$ cat config.mk
export PLATFORM = sky130hd
export DESIGN_NAME = surge_cast_burstiness_switch_top
export DESIGN_NICKNAME = d
export VERILOG_FILES = /design/src/hw/rtl/scb_pkg.sv /design/src/hw/rtl/scb_cell.sv /design/src/hw/rtl/scb_burst.sv /design/src/hw/rtl/surge_cast_burstiness_switch_top.sv
export SDC_FILE = /design/constraint.sdc
export NUM_CORES = 2
export LEC_CHECK = 0
export ABC_AREA = 1
export BUFFER_PORTS_ARGS = -buffer_cell sky130_fd_sc_hd__buf_2
export CAP_MARGIN = 5
export CORE_ASPECT_RATIO = 0.8
export CORE_UTILIZATION = 55
export CTS_BUF_LIST = sky130_fd_sc_hd__clkbuf_4 sky130_fd_sc_hd__clkbuf_8
export DETAILED_ROUTE_END_ITERATION = 12
export GPL_ROUTABILITY_DRIVEN = 0
export PLACE_DENSITY = 0.74
export RECOVER_POWER = 100
export SETUP_SLACK_MARGIN = 0.1
export SLEW_MARGIN = 20
export SYNTH_ARGS = -nofsm -noshare
export SYNTH_HDL_FRONTEND = slang
export SYNTH_HIERARCHICAL = 1
export SYNTH_SLANG_ARGS = --single-unit
$ cat constraint.sdc
create_clock -name clock -period 8.7 [get_ports clock]
set_input_delay 0.435 -clock clock [delete_from_list [all_inputs] [get_ports clock]]
set_output_delay 0.435 -clock clock [all_outputs]
set_load 0.03 [all_outputs]
$ cat src/hw/rtl/scb_pkg.sv
// Shared types and constants of the surge-cast burstiness switch.
// No dependencies; imported by every module of the block.
package scb_pkg;

   localparam int TICK_W = 16;
   localparam logic [TICK_W-1:0] TICK_MAX = '1;

   // register indexes on the csr port
   localparam logic [2:0] CSR_CAST_ONE   = 3'd0;
   localparam logic [2:0] CSR_CAST_TWO   = 3'd1;
   localparam logic [2:0] CSR_CAST_THREE = 3'd2;
   localparam logic [2:0] CSR_CAST_FOUR  = 3'd3;
   localparam logic [2:0] CSR_RELEASE    = 3'd4;

   // register reset values
   localparam logic [TICK_W-1:0] CAST_ONE_RST   = 16'd700;
   localparam logic [TICK_W-1:0] CAST_TWO_RST   = 16'd1200;
   localparam logic [TICK_W-1:0] CAST_THREE_RST = 16'd1900;
   localparam logic [TICK_W-1:0] CAST_FOUR_RST  = 16'd2600;
   localparam logic [TICK_W-1:0] RELEASE_RST    = 16'd10000;

   // phase codes as reported on the result channel
   localparam logic [2:0] CODE_STOP  = 3'd0;
   localparam logic [2:0] CODE_SURGE = 3'd1;
   localparam logic [2:0] CODE_CAST1 = 3'd2;
   localparam logic [2:0] CODE_CAST2 = 3'd3;
   localparam logic [2:0] CODE_CAST3 = 3'd4;
   localparam logic [2:0] CODE_CAST4 = 3'd5;

   // drive constants
   localparam logic [6:0] SPEED_STOP  = 7'd0;
   localparam logic [6:0] SPEED_SURGE = 7'd100;
   localparam logic [6:0] SPEED_CAST  = 7'd80;
   localparam logic signed [10:0] RATE_STOP  = 11'sd0;
   localparam logic signed [10:0] RATE_SURGE = 11'sd62;
   localparam logic signed [10:0] RATE_CAST  = 11'sd600;

   // tracker phase, one-hot
   typedef enum logic [5:0] {
      PH_STOP  = 6'b000001,
      PH_SURGE = 6'b000010,
      PH_CAST1 = 6'b000100,
      PH_CAST2 = 6'b001000,
      PH_CAST3 = 6'b010000,
      PH_CAST4 = 6'b100000
   } phase_type;

   // per-tick result fields travelling down the test pipeline
   typedef struct packed {
      logic [2:0]         phase_code;
      logic [6:0]         speed;
      logic signed [10:0] rate;
      logic               rel_ge;   // elapsed count reached the release register
   } item_type;

   function automatic logic [2:0] phase_code(input phase_type ph);
      logic [2:0] code;
      case (ph)
         PH_SURGE: code = CODE_SURGE;
         PH_CAST1: code = CODE_CAST1;
         PH_CAST2: code = CODE_CAST2;
         PH_CAST3: code = CODE_CAST3;
         PH_CAST4: code = CODE_CAST4;
         default:  code = CODE_STOP;
      endcase
      return code;
   endfunction

endpackage

$ cat src/hw/rtl/scb_cell.sv
// One cell of the interval history chain: holds one interval and hands it
// to the next cell on every push. Depends on scb_pkg.
module scb_cell
   import scb_pkg::*;
(
   input  logic              clock,
   input  logic              reset,
   input  logic              shift,
   input  logic [TICK_W-1:0] din,
   output logic [TICK_W-1:0] dout
);

   logic [TICK_W-1:0] val_ff;
   logic [TICK_W-1:0] val_in;

   // take the neighbor's value on a push
   assign val_in = shift ? din : val_ff;

   always_ff @(posedge clock) begin
      if (reset) begin
         val_ff <= '0;
      end else begin
         val_ff <= val_in;
      end
   end

   assign dout = val_ff;

endmodule

$ cat src/hw/rtl/scb_burst.sv
// Burstiness test pipeline: squares, running square sum, products, compare.
// Three stages with per-stage valid and backpressure. Depends on scb_pkg.
module scb_burst
   import scb_pkg::*;
#(
   parameter int HISTORY = 8
) (
   input  logic                               clock,
   input  logic                               reset,
   input  logic                               in_valid,
   output logic                               in_ready,
   input  logic                               push,
   input  logic [TICK_W-1:0]                  new_val,
   input  logic [TICK_W-1:0]                  old_val,
   input  logic [TICK_W+$clog2(HISTORY)-1:0]  sum,
   input  item_type                           item,
   output logic                               out_valid,
   input  logic                               out_ready,
   output logic                               fire,
   output item_type                           out_item
);

   localparam int SUM_W = TICK_W + $clog2(HISTORY);
   localparam int SQ1_W = 2 * TICK_W;
   localparam int SQ_W  = SQ1_W + $clog2(HISTORY);
   localparam int K9H   = 9 * HISTORY;
   localparam int LHS_W = SQ_W + $clog2(K9H + 1);
   localparam int RHS_W = 2 * SUM_W + 4;
   localparam int CMP_W = (LHS_W > RHS_W) ? LHS_W : RHS_W;

   // stage 2: squares of the pushed and dropped intervals
   logic             v2_ff, v2_in;
   logic             push2_ff;
   logic [SQ1_W-1:0] sqn2_ff, sqo2_ff;
   logic [SUM_W-1:0] sum2_ff;
   item_type         item2_ff;

   // stage 3: running square sum
   logic             v3_ff, v3_in;
   logic [SQ_W-1:0]  sqsum_ff, sqsum_in;
   logic [SUM_W-1:0] sum3_ff;
   item_type         item3_ff;

   // stage 4: both sides of the test
   logic             v4_ff, v4_in;
   logic [LHS_W-1:0] lhs_ff;
   logic [RHS_W-1:0] rhs_ff;
   item_type         item4_ff;

   logic free2, free3, free4;
   logic load2, load3, load4;

   // backpressure chain
   assign free4 = !v4_ff || out_ready;
   assign free3 = !v3_ff || free4;
   assign free2 = !v2_ff || free3;
   assign load2 = in_valid && free2;
   assign load3 = v2_ff && free3;
   assign load4 = v3_ff && free4;
   assign in_ready = free2;

   assign v2_in = free2 ? in_valid : v2_ff;
   assign v3_in = free3 ? v2_ff : v3_ff;
   assign v4_in = free4 ? v3_ff : v4_ff;

   // drop the oldest square first so the sum never underflows
   always_comb begin
      sqsum_in = sqsum_ff;
      if (load3 && push2_ff) begin
         sqsum_in = sqsum_ff - SQ_W'(sqo2_ff) + SQ_W'(sqn2_ff);
      end
   end

   always_ff @(posedge clock) begin
      if (reset) begin
         v2_ff    <= 1'b0;
         v3_ff    <= 1'b0;
         v4_ff    <= 1'b0;
         sqsum_ff <= '0;
      end else begin
         v2_ff    <= v2_in;
         v3_ff    <= v3_in;
         v4_ff    <= v4_in;
         sqsum_ff <= sqsum_in;
      end
   end

   // payload registers
   always_ff @(posedge clock) begin
      if (load2) begin
         push2_ff <= push;
         sqn2_ff  <= SQ1_W'(new_val) * SQ1_W'(new_val);
         sqo2_ff  <= SQ1_W'(old_val) * SQ1_W'(old_val);
         sum2_ff  <= sum;
         item2_ff <= item;
      end
      if (load3) begin
         sum3_ff  <= sum2_ff;
         item3_ff <= item2_ff;
      end
      if (load4) begin
         // 9 * N * sum(x^2) against 10 * sum(x)^2
         lhs_ff   <= LHS_W'(sqsum_ff) * LHS_W'(K9H);
         rhs_ff   <= RHS_W'(sum3_ff) * RHS_W'(sum3_ff) * RHS_W'(10);
         item4_ff <= item3_ff;
      end
   end

   assign out_valid = v4_ff;
   assign fire      = CMP_W'(lhs_ff) < CMP_W'(rhs_ff);
   assign out_item  = item4_ff;

endmodule

$ cat src/hw/rtl/surge_cast_burstiness_switch_top.sv
// A result passes stage 1, the scb_burst stages and the output register before it
// shows on rsp_tvalid. Throughput: one tick per cycle while rsp_tready keeps up;
// the counter/phase update is registered directly and the test pipelines behind it.
// Reset (synchronous, active high) clears counter, phase, sums, history chain
// and reactive flag and reloads the register defaults; no clearing pass.
// Depends on scb_pkg, scb_cell and scb_burst.
module surge_cast_burstiness_switch_top
   import scb_pkg::*;
#(
   parameter int HISTORY = 8
) (
   input  logic        clock,
   input  logic        reset,
   // request channel; tdata: [0] gas_hit, [1] random_bit, [7:2] zero
   input  logic        req_tvalid,
   output logic        req_tready,
   input  logic [7:0]  req_tdata,
   // result channel; tdata: [2:0] moth_phase, [3] reactive_mode,
   // [4] switch_event, [11:5] linear_speed_mm, [22:12] angular_rate_mrad,
   // [23] zero
   output logic        rsp_tvalid,
   input  logic        rsp_tready,
   output logic [23:0] rsp_tdata,
   // register write channel
   input  logic        csr_valid,
   output logic        csr_ready,
   input  logic [2:0]  csr_index,
   input  logic [15:0] csr_data
);

   localparam int SUM_W = TICK_W + $clog2(HISTORY);

   // configuration registers
   logic [TICK_W-1:0] cast_one_ff, cast_two_ff, cast_three_ff, cast_four_ff;
   logic [TICK_W-1:0] release_ff;

   assign csr_ready = 1'b1;

   always_ff @(posedge clock) begin
      if (reset) begin
         cast_one_ff   <= CAST_ONE_RST;
         cast_two_ff   <= CAST_TWO_RST;
         cast_three_ff <= CAST_THREE_RST;
         cast_four_ff  <= CAST_FOUR_RST;
         release_ff    <= RELEASE_RST;
      end else if (csr_valid && csr_ready) begin
         case (csr_index)
            CSR_CAST_ONE:   cast_one_ff   <= csr_data;
            CSR_CAST_TWO:   cast_two_ff   <= csr_data;
            CSR_CAST_THREE: cast_three_ff <= csr_data;
            CSR_CAST_FOUR:  cast_four_ff  <= csr_data;
            CSR_RELEASE:    release_ff    <= csr_data;
            default: ;
         endcase
      end
   end

   // tracker state
   logic [TICK_W-1:0] elapsed_ff, elapsed_in;
   phase_type         phase_ff, phase_in;
   logic              side_ff, side_in;
   logic [SUM_W-1:0]  sum_ff, sum_in;

   logic              accept, hit, rnd, push;
   logic [TICK_W-1:0] count;
   logic [TICK_W-1:0] hist [HISTORY];
   logic [TICK_W-1:0] oldest;
   item_type          item_in;

   assign accept = req_tvalid && req_tready;
   assign hit    = req_tdata[0];
   assign rnd    = req_tdata[1];
   assign push   = accept && hit;
   assign oldest = hist[HISTORY-1];
   assign count  = (elapsed_ff == TICK_MAX) ? elapsed_ff : elapsed_ff + 1'b1;

   // interval history chain
   for (genvar k = 0; k < HISTORY; k++) begin : g_cell
      scb_cell u_cell (
         .clock (clock),
         .reset (reset),
         .shift (push),
         .din   ((k == 0) ? count : hist[(k == 0) ? 0 : k - 1]),
         .dout  (hist[k])
      );
   end

   // next state; cast checks run in order and may chain in one tick
   always_comb begin
      elapsed_in = elapsed_ff;
      phase_in   = phase_ff;
      side_in    = side_ff;
      sum_in     = sum_ff;
      if (accept) begin
         if (hit) begin
            elapsed_in = '0;
            phase_in   = PH_SURGE;
            side_in    = rnd;
            sum_in     = sum_ff - SUM_W'(oldest) + SUM_W'(count);
         end else begin
            elapsed_in = count;
            if (phase_in == PH_SURGE && count >= cast_one_ff)   phase_in = PH_CAST1;
            if (phase_in == PH_CAST1 && count >= cast_two_ff)   phase_in = PH_CAST2;
            if (phase_in == PH_CAST2 && count >= cast_three_ff) phase_in = PH_CAST3;
            if (phase_in == PH_CAST3 && count >= cast_four_ff)  phase_in = PH_CAST4;
         end
      end
   end

   always_ff @(posedge clock) begin
      if (reset) begin
         elapsed_ff <= '0;
         phase_ff   <= PH_STOP;
         side_ff    <= 1'b0;
         sum_ff     <= '0;
      end else begin
         elapsed_ff <= elapsed_in;
         phase_ff   <= phase_in;
         side_ff    <= side_in;
         sum_ff     <= sum_in;
      end
   end

   // drive codes follow the new phase
   always_comb begin
      item_in.phase_code = phase_code(phase_in);
      item_in.rel_ge     = elapsed_in >= release_ff;
      case (phase_in)
         PH_SURGE: begin
            item_in.speed = SPEED_SURGE;
            item_in.rate  = RATE_SURGE;
         end
         PH_CAST1, PH_CAST3: begin
            item_in.speed = SPEED_CAST;
            item_in.rate  = side_in ? -RATE_CAST : RATE_CAST;
         end
         PH_CAST2, PH_CAST4: begin
            item_in.speed = SPEED_CAST;
            item_in.rate  = side_in ? RATE_CAST : -RATE_CAST;
         end
         default: begin
            item_in.speed = SPEED_STOP;
            item_in.rate  = RATE_STOP;
         end
      endcase
   end

   // stage 1: hand the tick to the test pipeline
   logic              v1_ff, v1_in, free1, b_ready;
   logic              push1_ff;
   logic [TICK_W-1:0] new1_ff, old1_ff;
   logic [SUM_W-1:0]  sum1_ff;
   item_type          item1_ff;

   assign free1      = !v1_ff || b_ready;
   assign req_tready = free1;
   assign v1_in      = free1 ? req_tvalid : v1_ff;

   always_ff @(posedge clock) begin
      if (reset) begin
         v1_ff <= 1'b0;
      end else begin
         v1_ff <= v1_in;
      end
   end

   always_ff @(posedge clock) begin
      if (accept) begin
         push1_ff <= hit;
         new1_ff  <= count;
         old1_ff  <= oldest;
         sum1_ff  <= sum_in;
         item1_ff <= item_in;
      end
   end

   logic     b_valid, b_fire, free_out;
   item_type b_item;

   scb_burst #(
      .HISTORY (HISTORY)
   ) u_burst (
      .clock     (clock),
      .reset     (reset),
      .in_valid  (v1_ff),
      .in_ready  (b_ready),
      .push      (push1_ff),
      .new_val   (new1_ff),
      .old_val   (old1_ff),
      .sum       (sum1_ff),
      .item      (item1_ff),
      .out_valid (b_valid),
      .out_ready (free_out),
      .fire      (b_fire),
      .out_item  (b_item)
   );

   // output register and reactive mode
   logic               out_v_ff, out_v_in, load_out;
   logic               react_ff, react_in;
   logic [2:0]         out_phase_ff;
   logic               out_react_ff, out_fire_ff;
   logic [6:0]         out_speed_ff;
   logic signed [10:0] out_rate_ff;

   assign free_out = !out_v_ff || rsp_tready;
   assign load_out = b_valid && free_out;
   assign out_v_in = free_out ? b_valid : out_v_ff;

   always_comb begin
      react_in = react_ff;
      if (load_out) begin
         if (b_fire) begin
            react_in = 1'b1;
         end else if (react_ff && b_item.rel_ge) begin
            react_in = 1'b0;
         end
      end
   end

   always_ff @(posedge clock) begin
      if (reset) begin
         out_v_ff <= 1'b0;
         react_ff <= 1'b0;
      end else begin
         out_v_ff <= out_v_in;
         react_ff <= react_in;
      end
   end

   always_ff @(posedge clock) begin
      if (load_out) begin
         out_phase_ff <= b_item.phase_code;
         out_react_ff <= react_in;
         out_fire_ff  <= b_fire;
         out_speed_ff <= b_item.speed;
         out_rate_ff  <= b_item.rate;
      end
   end

   assign rsp_tvalid = out_v_ff;
   assign rsp_tdata  = {1'b0, out_rate_ff, out_speed_ff, out_fire_ff, out_react_ff,
                        out_phase_ff};

endmodule

### After elaboration in Yosys (flattened, before gate mapping)

Cells that the tools add are included.

| word-level totals | value |
|---|---|
| bits in read-only memories | 0 |
| bits in latches | 0 |
| output and inout bits | 27 |
| input port bits | 32 |
| memories kept | 0 |
| memory bits (writable) | 0 |
| register bits | 637 |
| word-level logic and storage cells | 142 |

| cells by class | value |
|---|---|
| equal/unequal tests | 14 |
| $lt $le $gt $ge | 6 |
| reduce and logical (&&, ||, !) cells | 30 |
| divide/modulo/power cells | 0 |
| mux-type cells | 26 |
| add/subtract/negate cells | 5 |
| shift operators | 0 |
| $mul | 5 |
| bitwise operators | 0 |

Operators with widths:

| operator | number |
|---|---|
| >= comparator 16 bit | 5 |
| two-way mux 6 bit | 12 |
| multiplier 16 x 16 -> 32 bit | 2 |
| case mux 18 bit (3 select lines) | 1 |
| two-way mux 16 bit | 3 |
| less-than comparator 42 bit | 1 |
| multiplier 38 x 3 -> 41 bit, second input constant | 1 |
| multiplier 35 x 4 -> 39 bit, second input constant | 1 |
| multiplier 19 x 19 -> 38 bit | 1 |
| two-way mux 19 bit | 2 |
| adder 35 x 32 -> 35 bit | 1 |
| subtractor 35 x 32 -> 35 bit | 1 |
| two-way mux 11 bit | 2 |
| adder 19 x 16 -> 19 bit | 1 |
| subtractor 19 x 16 -> 19 bit | 1 |
| adder 16 x 1 -> 16 bit, second input constant | 1 |
| equality test 16 bit, second input constant | 1 |
| case mux 3 bit (5 select lines) | 1 |
| equality test 6 x 2 -> 1 bit, second input constant | 2 |
| equality test 6 x 3 -> 1 bit, second input constant | 2 |
| equality test 6 x 4 -> 1 bit, second input constant | 2 |
| equality test 6 x 5 -> 1 bit, second input constant | 2 |
| logical AND 1 bit | 12 |
| AND reduction 2 bit | 5 |
| other kinds (9) | 23 |

### Depth between registers and ports, before layout

| logic depth | value |
|---|---|
| depth after elaboration | 26 |
| mapped depth | 42 |
| depth with buffers taken out | 40 |

### Cells and area by module

The synthesis kept the hierarchy.

Modules (own cells, without submodules):

| module | cells an instance | sequential area each (um2) | instances | area an instance (um2) |
|---|---|---|---|---|
| scb_burst | 5450 | 8147.8 | 1 | 44446.4 |
| surge_cast_burstiness_switch_top | 1259 | 5084.9 | 1 | 10968.0 |
| scb_cell | 101 | 320.3 | 8 | 670.6 |

### Worst setup path after synthesis

Ideal clock, no wire load.

| timing path | value |
|---|---|
| path kind | register to register |
| from | register u_burst.sum3_ff[7] |
| to | register u_burst.rhs_ff[37] (data pin) |
| library setup time | 253 ps |
| period minus slack after synthesis | 7078 ps |
| cell stages (with the launch flop) | 33 |
| arrival time | 6826 ps |
| path slack | 1622 ps |
| required time | 8447 ps |
| buffers on the path | 2 |
| path through | edfxtp_1 clkbuf_1 buf_1 nand2_1 fa_1 inv_1 fa_1 inv_1 fa_1 inv_1 fa_1 fa_1 inv_1 fa_1 inv_1 ha_1 a21oi_1 o21ai_0 a21oi_1 o21ai_1 a21oi_1 xnor2_1 ha_1 ha_1 nand2_1 nor2_1 inv_1 nor2_1 inv_1 nor3_1 o21ai_0 nand4_1 nand2_1 |

| between the ends | value |
|---|---|
| longest elaborated chain between the ends | 2 |

RTL lines:

| element | RTL line | source |
|---|---|---|
| from (decl) | scb_burst.sv:41 | `logic [SUM_W-1:0] sum3_ff;` |
| from (signal assigned) | scb_burst.sv:98 | `sum3_ff <= sum2_ff;` |
| multiplier 19 x 19 -> 38 bit | scb_burst.sv:104 | `rhs_ff <= RHS_W'(sum3_ff) * RHS_W'(sum3_ff) * RHS_W'(10);` |
| multiplier 38 x 3 -> 41 bit | scb_burst.sv:104 |  |
| to (signal assigned) | scb_burst.sv:104 |  |
| to (decl) | scb_burst.sv:47 | `logic [RHS_W-1:0] rhs_ff;` |

No other way between the ends.
A chain may end at the register's enable or synchronous reset.

### Worst setup path after layout

| timing path | value |
|---|---|
| from | register u_burst.sum3_ff[3] |
| to | register u_burst.rhs_ff[35] (data pin) |

The elaborated chain is that of the path after synthesis.

==> results.json <==
{
  "synth_cell_types": 58,
  "track_usage_pct": 25.8,
  "maxCapViolCount": 11,
  "hold_violations": 0,
  "overflow": 0,
  "synth-seq-cells": 623,
  "antenna_found_initial": 2,
  "cts_buffers": 96,
  "yosysSeqAreaShare_pct": 26.0,
  "synth_edf_count": 332,
  "htreeDepth": 3,
  "hp-class": "in2reg",
  "violations": "max-capacitance violations, max-slew violations",
  "maxSlewViolCount": 530,
  "fp-row-count": 108,
  "hpwl_mm": 113,
  "cts_buffer_depth": 3,
  "die_area_sq_um": 112000,
  "wl_per_cell_microns": 15.7,
  "die_h_microns": 299,
  "synthToLayoutAreaGrowth_pct": 5.96,
  "die_w_microns": 374,
  "worstSetupPathType": "reg2reg",
  "totalWireLength_mm": 142,
  "avgViaCountPerCell": 5.21,
  "vias": 47200,
  "slowest_stage": "edfxtp_1",
  "syn_avg_cell_area_sq_um": 8.09,
  "grt_pass1_wl_mm": 233,
  "cp.arrival_ns": 8.73,
  "insertion_delay_ns": 0.84,
  "end_kind": "flip-flop",
  "dr.pass1.iters": 9,
  "synth.cell_area_sq_um": 60800,
  "ios": 59,
  "post-route-min-period_ns": 8.10,
  "io_buffer_count": 50,
  "required_ns": 9.33,
  "max_freq_mhz": 123,
  "run_status": "complete, but fails checks",
  "synth_ff_type": "edfxtp_1",
  "worst_pin_slew_ns": 4.54,
  "syn_inst": 7517,
  "setup_viol": 0,
  "worstPathMaxFanout": 19,
  "critPathMaxStageDelay_ns": 0.97,
  "start_util_pct": 55.7,
  "ys_async_sr_fraction_pct": 0,
  "drive_above_1_share_pct": 3.93,
  "cts_root_buf": "clkbuf_8",
  "cp-start-kind": "flip-flop",
  "clock-sinks": 623,
  "path_clk_slew_ns": 0.06,
  "min_period_over_period_pct": 93.1,
  "ys_warn_count": 6,
  "ant_nets": 0,
  "drt_iter0_markers": 3742,
  "finalSetupTns_ns": 0,
  "nNetsFinal": 8835,
  "grt_max_degree": 286,
  "coreArea_sq_um": 109000,
  "worst_clock_skew_ns": 0.0749,
  "grt_pass1_vias": 46600,
  "post_cts_resized": 0,
  "route.detailed.drc": 0,
  "fin_util_pct": 59.1,
  "rsz0062_at_grt": "no",
  "cts_tree": "done",
  "max-slew-margin-rel_pct": -202
}
[routing by layer]
layer	track usage, %	wire [microns]	up-vias
met5	0	13	-
met1	36.6	65100	22200
met4	6.44	2910	2
met3	3.94	10300	216
li1	-	-	23100
met2	41.5	64000	1627
[cell type report]
| class | instances | area (sq um) |
|---|---|---|
| fillers | 9644 | 44600 |
| diodes | 3 | 7.51 |
| clock inverters | 44 | 479 |
| multi-input cells | 4909 | 37200 |
| well taps | 1430 | 1790 |
| inverters | 1811 | 6800 |
| clock buffers | 131 | 1620 |
| flip-flops and latches | 623 | 15800 |
| repair buffers | 108 | 692 |
[synthesized netlist by cell type, types with 38 or more instances]
library cell | n | share of area (%)
inv_1 | 1804 | 11
nand2_1 | 1641 | 10
nor2_1 | 634 | 3.9
ha_1 | 628 | 13
fa_1 | 626 | 21
a21oi_1 | 398 | 3.3
edfxtp_1 | 332 | 16
dfxtp_1 | 291 | 9.6
o21ai_0 | 207 | 1.7
nand3_1 | 186 | 1.5
xor2_1 | 129 | 1.9
clkbuf_1 | 124 | 0.77
xnor2_1 | 51 | 0.73
nor3_1 | 46 | 0.38
nand4_1 | 45 | 0.46
o21bai_1 | 44 | 0.54
o211ai_1 | 38 | 0.47
[sequential cells by signal (all words and copies together) (netlist names), 19 cells and up]
name	flops
u_burst/item2_ff	22
u_burst/lhs_ff	39
u_burst/sum2_ff	19
sum1_ff	19
u_burst/sqn2_ff	31
g_cell.u_cell/dout	128
u_burst/sqo2_ff	31
u_burst/out_item	22
sum_ff	19
u_burst/sqsum_ff	35
u_burst/rhs_ff	40
u_burst/sum3_ff	19
u_burst/item3_ff	22
[cell usage in the layout, fill, tap and decap left out, types with 7 or more instances in the layout]
cell type,n
o21a_1,15
nand2_2,24
buf_2,23
o21bai_1,45
conb_1,7
a21oi_1,402
buf_4,21
clkbuf_8,101
xnor2_1,51
nand4_1,46
xor2_1,129
nor4_1,10
inv_1,1802
fa_1,626
a31oi_1,21
edfxtp_1,332
clkbuf_1,43
nor2_2,22
clkinv_1,19
o21ai_0,219
nor3_1,48
dlygate4sd3_1,17
a211oi_1,7
nand2_1,1647
bufinv_16,7
ha_1,628
a21o_1,26
nand3_1,187
a21boi_0,7
clkinv_2,9
nor2_1,634
dfxtp_1,291
clkbuf_4,30
o211ai_1,38
or2_2,14
[worst max-delay path: cells and delay by family, from the launching register on]
kind	cells	cell delay, ns
compound gates	5	1.04
xor+xnor	2	0.56
fa+ha+maj	9	3.99
buf+inv	6	0.48
flops	1	0.97
simple gates	6	0.86
[worst paths after layout]
check	startpoint	end	slack, ns	depth (start not counted)
min	rsp_tready	rsp_tvalid$_SDFFE_PP0N_	0.10	4
max	u_burst/sum3_ff[3]$_DFFE_PP_	u_burst/rhs_ff[35]$_DFFE_PP_	0.60	28
min reg2reg	u_burst/item3_ff[17]$_DFFE_PP_	u_burst/out_item[17]$_DFFE_PP_	0.36	0
max reg2reg	u_burst/sum3_ff[3]$_DFFE_PP_	u_burst/rhs_ff[35]$_DFFE_PP_	0.60	28
[metrics by stage]
stage | std cells | setup WS (ns) | cell area [sq um] | hold WS, ns
6_report | 9059 | 0.600 | 64400 | 0.102
5_1_grt | 9059 | 0.109 | 64400 | 0.0576
4_1_cts | 9049 | 0.716 | 64500 | 0.0512
3_5_place_dp | 8857 | 0.741 | 62200 | 0.405
3_3_place_gp | 8857 | 0.843 | 62200 | 0.401
2_1_floorplan | 7521 | 1.62 | 60800 | 0.400
[timing repair]
action                                  in CTS  in global routing
buffers inserted                             0                  6
endpoints found under the setup margin       0                  1
hold buffers                                17                  0
endpoints found under the hold margin       72                  0
[cell families (layout without fill, tap and decap cells)]
family | Yosys count | after routing | synth area share, %
AOI/OAI and AO/OA | 797 | 797 | 7.33
DFF | 623 | 623 | 26.0
and+or+nand+nor | 2668 | 2668 | 17.8
buffers and inverters | 1989 | 2094 | 12.7
muxes | 3 | 3 | 0.0556
xor gates and xnor gates | 180 | 180 | 2.59
adders and majority gates | 1254 | 1254 | 33.5
other | 3 | 10 | 0.0185
Power is not shown: default switching activity piles up to over one toggle a cycle in this logic, so the estimate is an artifact.
